===== config.mk =====
export PLATFORM = sky130hd
export DESIGN_NAME = cfdm_div
export DESIGN_NICKNAME = d
export VERILOG_FILES = /design/src/rtl/cfdm_pkg.sv /design/src/rtl/cfdm_div.sv
export SDC_FILE = /design/constraint.sdc
export NUM_CORES = 1
export LEC_CHECK = 0
export ABC_AREA = 1
export BUFFER_PORTS_ARGS = -buffer_cell sky130_fd_sc_hd__buf_4
export CORE_MARGIN = 2
export CORE_UTILIZATION = 40
export CTS_CLUSTER_SIZE = 30
export DETAILED_ROUTE_END_ITERATION = 10
export RECOVER_POWER = 25
export SLEW_MARGIN = 20
export SYNTH_ARGS = -nofsm -noshare
export SYNTH_HDL_FRONTEND = slang
export SYNTH_SLANG_ARGS = --single-unit
export TNS_END_PERCENT = 10

===== constraint.sdc =====
create_clock -name i_clk -period 2.14 [get_ports i_clk]
set_clock_uncertainty 0.15 [all_clocks]
set_input_delay 0.428 -clock i_clk [delete_from_list [all_inputs] [get_ports i_clk]]
set_output_delay 0.428 -clock i_clk [all_outputs]
set_load 0.005 [all_outputs]

===== src/rtl/cfdm_pkg.sv =====
// Shared constants and types for the coprime filter with divisor marks.
package cfdm_pkg;

    localparam int MAX_VALUE = 131071;
    localparam int VAL_W     = 17;
    localparam int ROW_BITS  = 5;
    localparam int ROW_W     = 1 << ROW_BITS;
    localparam int ROWS      = (MAX_VALUE + 1) / ROW_W;
    localparam int ROW_AW    = $clog2(ROWS);
    localparam int J_W       = 9;
    localparam int SQ_W      = 18;
    localparam int CNT_W     = 5;
    localparam logic [CNT_W-1:0] DIV_LAST = CNT_W'(VAL_W - 1);

    typedef enum logic [1:0] {
        OP_LOAD  = 2'd0,
        OP_QUERY = 2'd1,
        OP_CLEAR = 2'd2,
        OP_NONE  = 2'd3
    } t_op;

    typedef struct packed {
        logic             done;
        logic [VAL_W-1:0] quo;
        logic [J_W-1:0]   rem;
    } t_div_res;

endpackage


===== src/rtl/cfdm_div.sv =====
// Restoring divider that yields one quotient bit per cycle.
module cfdm_div (
    input  logic                      i_clk,
    input  logic                      i_rst_n,
    input  logic                      i_start,
    input  logic [cfdm_pkg::VAL_W-1:0] i_dividend,
    input  logic [cfdm_pkg::J_W-1:0]   i_divisor,
    output cfdm_pkg::t_div_res         o_res
);
    import cfdm_pkg::*;

    logic             r_busy;
    logic             r_done;
    logic [CNT_W-1:0] r_cnt;
    logic [VAL_W-1:0] r_dvd;
    logic [VAL_W-1:0] r_quo;
    logic [J_W-1:0]   r_rem;
    logic [J_W:0]     w_sh;
    logic             w_ge;
    logic [J_W:0]     w_sub;

    assign w_sh  = {r_rem, r_dvd[VAL_W-1]};
    assign w_ge  = (w_sh >= {1'b0, i_divisor});
    assign w_sub = w_sh - {1'b0, i_divisor};

    always_ff @(posedge i_clk) begin
        if (!i_rst_n) begin
            r_busy <= 1'b0;
            r_done <= 1'b0;
            r_cnt  <= '0;
        end else begin
            r_done <= 1'b0;
            if (i_start) begin
                r_busy <= 1'b1;
                r_cnt  <= '0;
            end else if (r_busy) begin
                r_cnt <= r_cnt + 1'b1;
                if (r_cnt == DIV_LAST) begin
                    r_busy <= 1'b0;
                    r_done <= 1'b1;
                end
            end
        end
    end

    always_ff @(posedge i_clk) begin
        if (i_start) begin
            r_dvd <= i_dividend;
            r_rem <= '0;
            r_quo <= '0;
        end else if (r_busy) begin
            r_dvd <= {r_dvd[VAL_W-2:0], 1'b0};
            r_quo <= {r_quo[VAL_W-2:0], w_ge};
            r_rem <= w_ge ? w_sub[J_W-1:0] : w_sh[J_W-1:0];
        end
    end

    assign o_res.done = r_done;
    assign o_res.quo  = r_quo;
    assign o_res.rem  = r_rem;

endmodule


==> impl_metrics.yaml <==
clocking:
  htree_num_levels: 2
  clkTransAtPathRegs_ns: 0.09
  tritoncts: "yes"
  clock-sinks: 50
  cts_buffers: 5
  clock_insertion_delay_worst_skew_ns: 0.29
  post_cts_hold_buffer_count: 0
  clock_tree.root_cell: "clkbuf_8"
  ctsLongestPathBuffers: 2
global_route:
  grt.total_usage_pct: 17.0
  grt_max_degree: 31
  first_pass_grt_wire_length_um: 9680
  antenna_found_initial: 0
  first_global_vias: 2113
  grt-ovfl-total: 0
synthesis:
  syn_area_mm2: 0.00250
  syn-instance-count: 320
  proportion_of_synthesized_chip_area_in_sequential_cells_pct: 46.9
  synthesis.yosys.warnings: 0
  synth-async-reset-ratio_pct: 0
  yosys_reg_bits: 50
  postSynthAreaPerCell_um2: 7.80
  dominantRegCellSynth: "dfxtp_1"
  synth-edff-count: 17
  yosys.cell_types.count: 34
  synth_nets: 361
floorplan:
  die_area_mm2: 0.00689
  ioPinCount: 56
  die-width_um: 83.0
  number_of_rows_created_at_floorplan: 28
  fp.dieH_um: 83.0
  core_region_area_mm2: 0.00599
  initial_utilization_pct: 41.7
critical_path:
  critical-path-max-stage-delay_ns: 0.39
  crit_path_top_delay_cell: "edfxtp_1"
  cell_depth_of_the_worst_flop_to_flop_path: 11
  setup.worst_path.end_class: "flip-flop"
  start_kind: "flip-flop"
  crit_path_max_fanout: 7
  rr_endpoint: "r_rem[8]"
  rr_startpoint: "r_dvd[16]"
  timing.setup.critical_path_class: "reg -> reg"
  critical_path_arrival_ns: 2.05
  critical_path_required_ns: 2.18
  cp_cell_sequence: "inv_2 -> ha_1 -> inv_1 -> fa_2 -> nand2_2 -> nand3_2 -> nand2_4 -> nand2_4 -> or2_1 -> nand3_1 -> nand2_1"
  path_delay_family: "simple AND/OR/NAND/NOR gates"
  rrSetupSlack_ns: 0.13
  cp_num_cells: 11
  worst-path-buf-inv: 2
  timing.critical_path.mode_cell: "nand2_4"
timing:
  final.hold.worst_slack_ns: 0.224
  fmax_mhz: 499
  final-max-slew-violation-count: 0
  final_hold_viol_count: 0
  layout_worst_path_cycle_share_pct: 93.7
  maxSlewHeadroom_pct: 36.9
  timing.final.setup_violations: 0
  fin_crit_ns: 2.01
  pin_slew_with_the_least_headroom_to_its_limit_ns: 0.946
  sum_neg_setup_slack_ns: 0
  final.setup.worst_slack_ns: 0.135
drt:
  vias: 2244
  drt_drc_violations_left: 0
  drtPass1Iterations: 4
  via_density_per_instance: 4.82
  detail-route-antenna-nets: 0
  drt-total-wl_um: 5750
  wl_per_cell_um: 12.3
  initial_drc_count: 105
place:
  dpl_worst_slack_ns: 0.00462
  dp.final_hpwl_um: 4350
  gp_routability_congestion: 0.975
  placement.io_buffers: 55
layout:
  fin_nets: 431
  antenna-diode-count: 0
  layout-drive-gt1-share_pct: 23.5
  areaGrowthSynthToFinish_pct: 28.6
run_status:
  outcome: "complete, no violations"
min_path:
  timing.hold.worst_path_depth: 3
  hold_start: "i_rst_n"
  worstHoldPathType: "in -> reg"
  min_delay_worst_endpoint: "r_busy"
pwr:
  ir_worst_vdd_mv: 0.445
  power.density_mw_per_mm2: 614
  power.static_leakage_nw: 1.63
run:
  maxCapViolCount: 0
==> cells in the mapped netlist, drive strengths merged (6+ instances only) <==
cell type | instances | share of area [%]
edfxtp | 17 | 20
nand3 | 21 | 4.4
ha | 11 | 5.5
nor2 | 16 | 2.9
buf | 8 | 2.1
o21ai | 7 | 1.6
dfxtp | 33 | 26
nand4 | 7 | 1.8
inv | 54 | 8.1
o22ai | 14 | 3.5
nand2 | 107 | 17
a21oi | 6 | 1.2
==> cell families (layout without fill, tap and decap cells) <==
group / after synthesis / count (layout) / synth area share [%]
AOI/OAI and AO/OA: 31 / 31 / 7.42
xor gates and xnor gates: 3 / 3 / 1.05
adders and majority gates: 12 / 12 / 6.32
buffers and inverters: 65 / 135 / 10.7
DFF: 50 / 50 / 46.9
and+or+nand+nor: 159 / 160 / 27.6
==> layout make-up <==
type / count / area (um2)
tap: 75 / 93.8
sequential: 50 / 1170
multi-input combinational: 206 / 1080
inverter: 55 / 206
clock buffer: 7 / 80.1
fill: 604 / 2780
clock inverter: 1 / 30.0
timing repair buffer: 72 / 549
==> power by group <==
part	leakage (nW)	switching [mW]	internal, mW
clock network	0.0559	0.294	0.363
registers	0.442	0.0207	1.03
logic	1.13	0.144	0.118
total	1.63	0.459	1.51
==> layout by cell type, fill, tap and decap left out, drive strengths merged, types with 2 or more instances in the layout <==
master  count
o22ai      14
or2         2
a21oi       6
buf        70
nand3      21
nand2     108
nand4       7
nor3        4
o21ai       7
ha         11
clkbuf      9
xor2        2
inv        54
nor2       16
dfxtp      33
o211ai      2
edfxtp     17
==> tightest hold or removal path, cell delays in order <==
cell      delay (ns)
buf_4           0.09
o211ai_1        0.08
inv_1           0.05
==> sequential cells by signal, summed over array words and instances (netlist names) <==
name / cells
r_busy: 1
r_cnt: 5
r_done: 1
r_dvd: 17
r_quo: 17
r_rem: 9
==> through the flow <==
| step | cell area [um2] | util [%] | power, mW | instances |
|---|---|---|---|---|
| after floorplan | 2500 | - | 1.22 | 320 |
| after global placement | 3080 | 51.3 | 1.33 | 456 |
| after detailed placement | 3080 | 51.3 | 1.33 | 456 |
| after CTS | 3190 | 53.2 | 1.99 | 464 |
| after global routing | 3210 | 53.6 | 2.07 | 466 |
| final | 3210 | 53.6 | 1.97 | 466 |
==> how the worst max path moves through the flow <==
| stage | startpoint | endpoint | slack (ns) |
|---|---|---|---|
| after floorplan | i_divisor[0] | r_rem[3] | 0.17 |
| after global placement | i_divisor[5] | r_rem[8] | 0.01 |
| after detailed placement | i_divisor[5] | r_rem[8] | 0.005 |
| after CTS | r_dvd[16] | r_rem[8] | 0.05 |
| after global routing | r_dvd[16] | r_rem[7] | -0.003 |
| final | r_dvd[16] | r_rem[8] | 0.13 |
==> timing repair <==
item / CTS / global route
buffers inserted: 0 / 1
setup endpoints to repair: 0 / 10
resized for setup: 0 / 5
==> routing by layer <==
metal / share of wire, % / GRT usage (%) / vias to the layer above
met5: 0 / 0 / -
met4: 1.3 / 5.81 / 0
met3: 4.6 / 3.58 / 6
met2: 49 / 28.3 / 74
met1: 45 / 21.8 / 1000
li1: - / - / 1164
(Power assumes the default switching activity.)
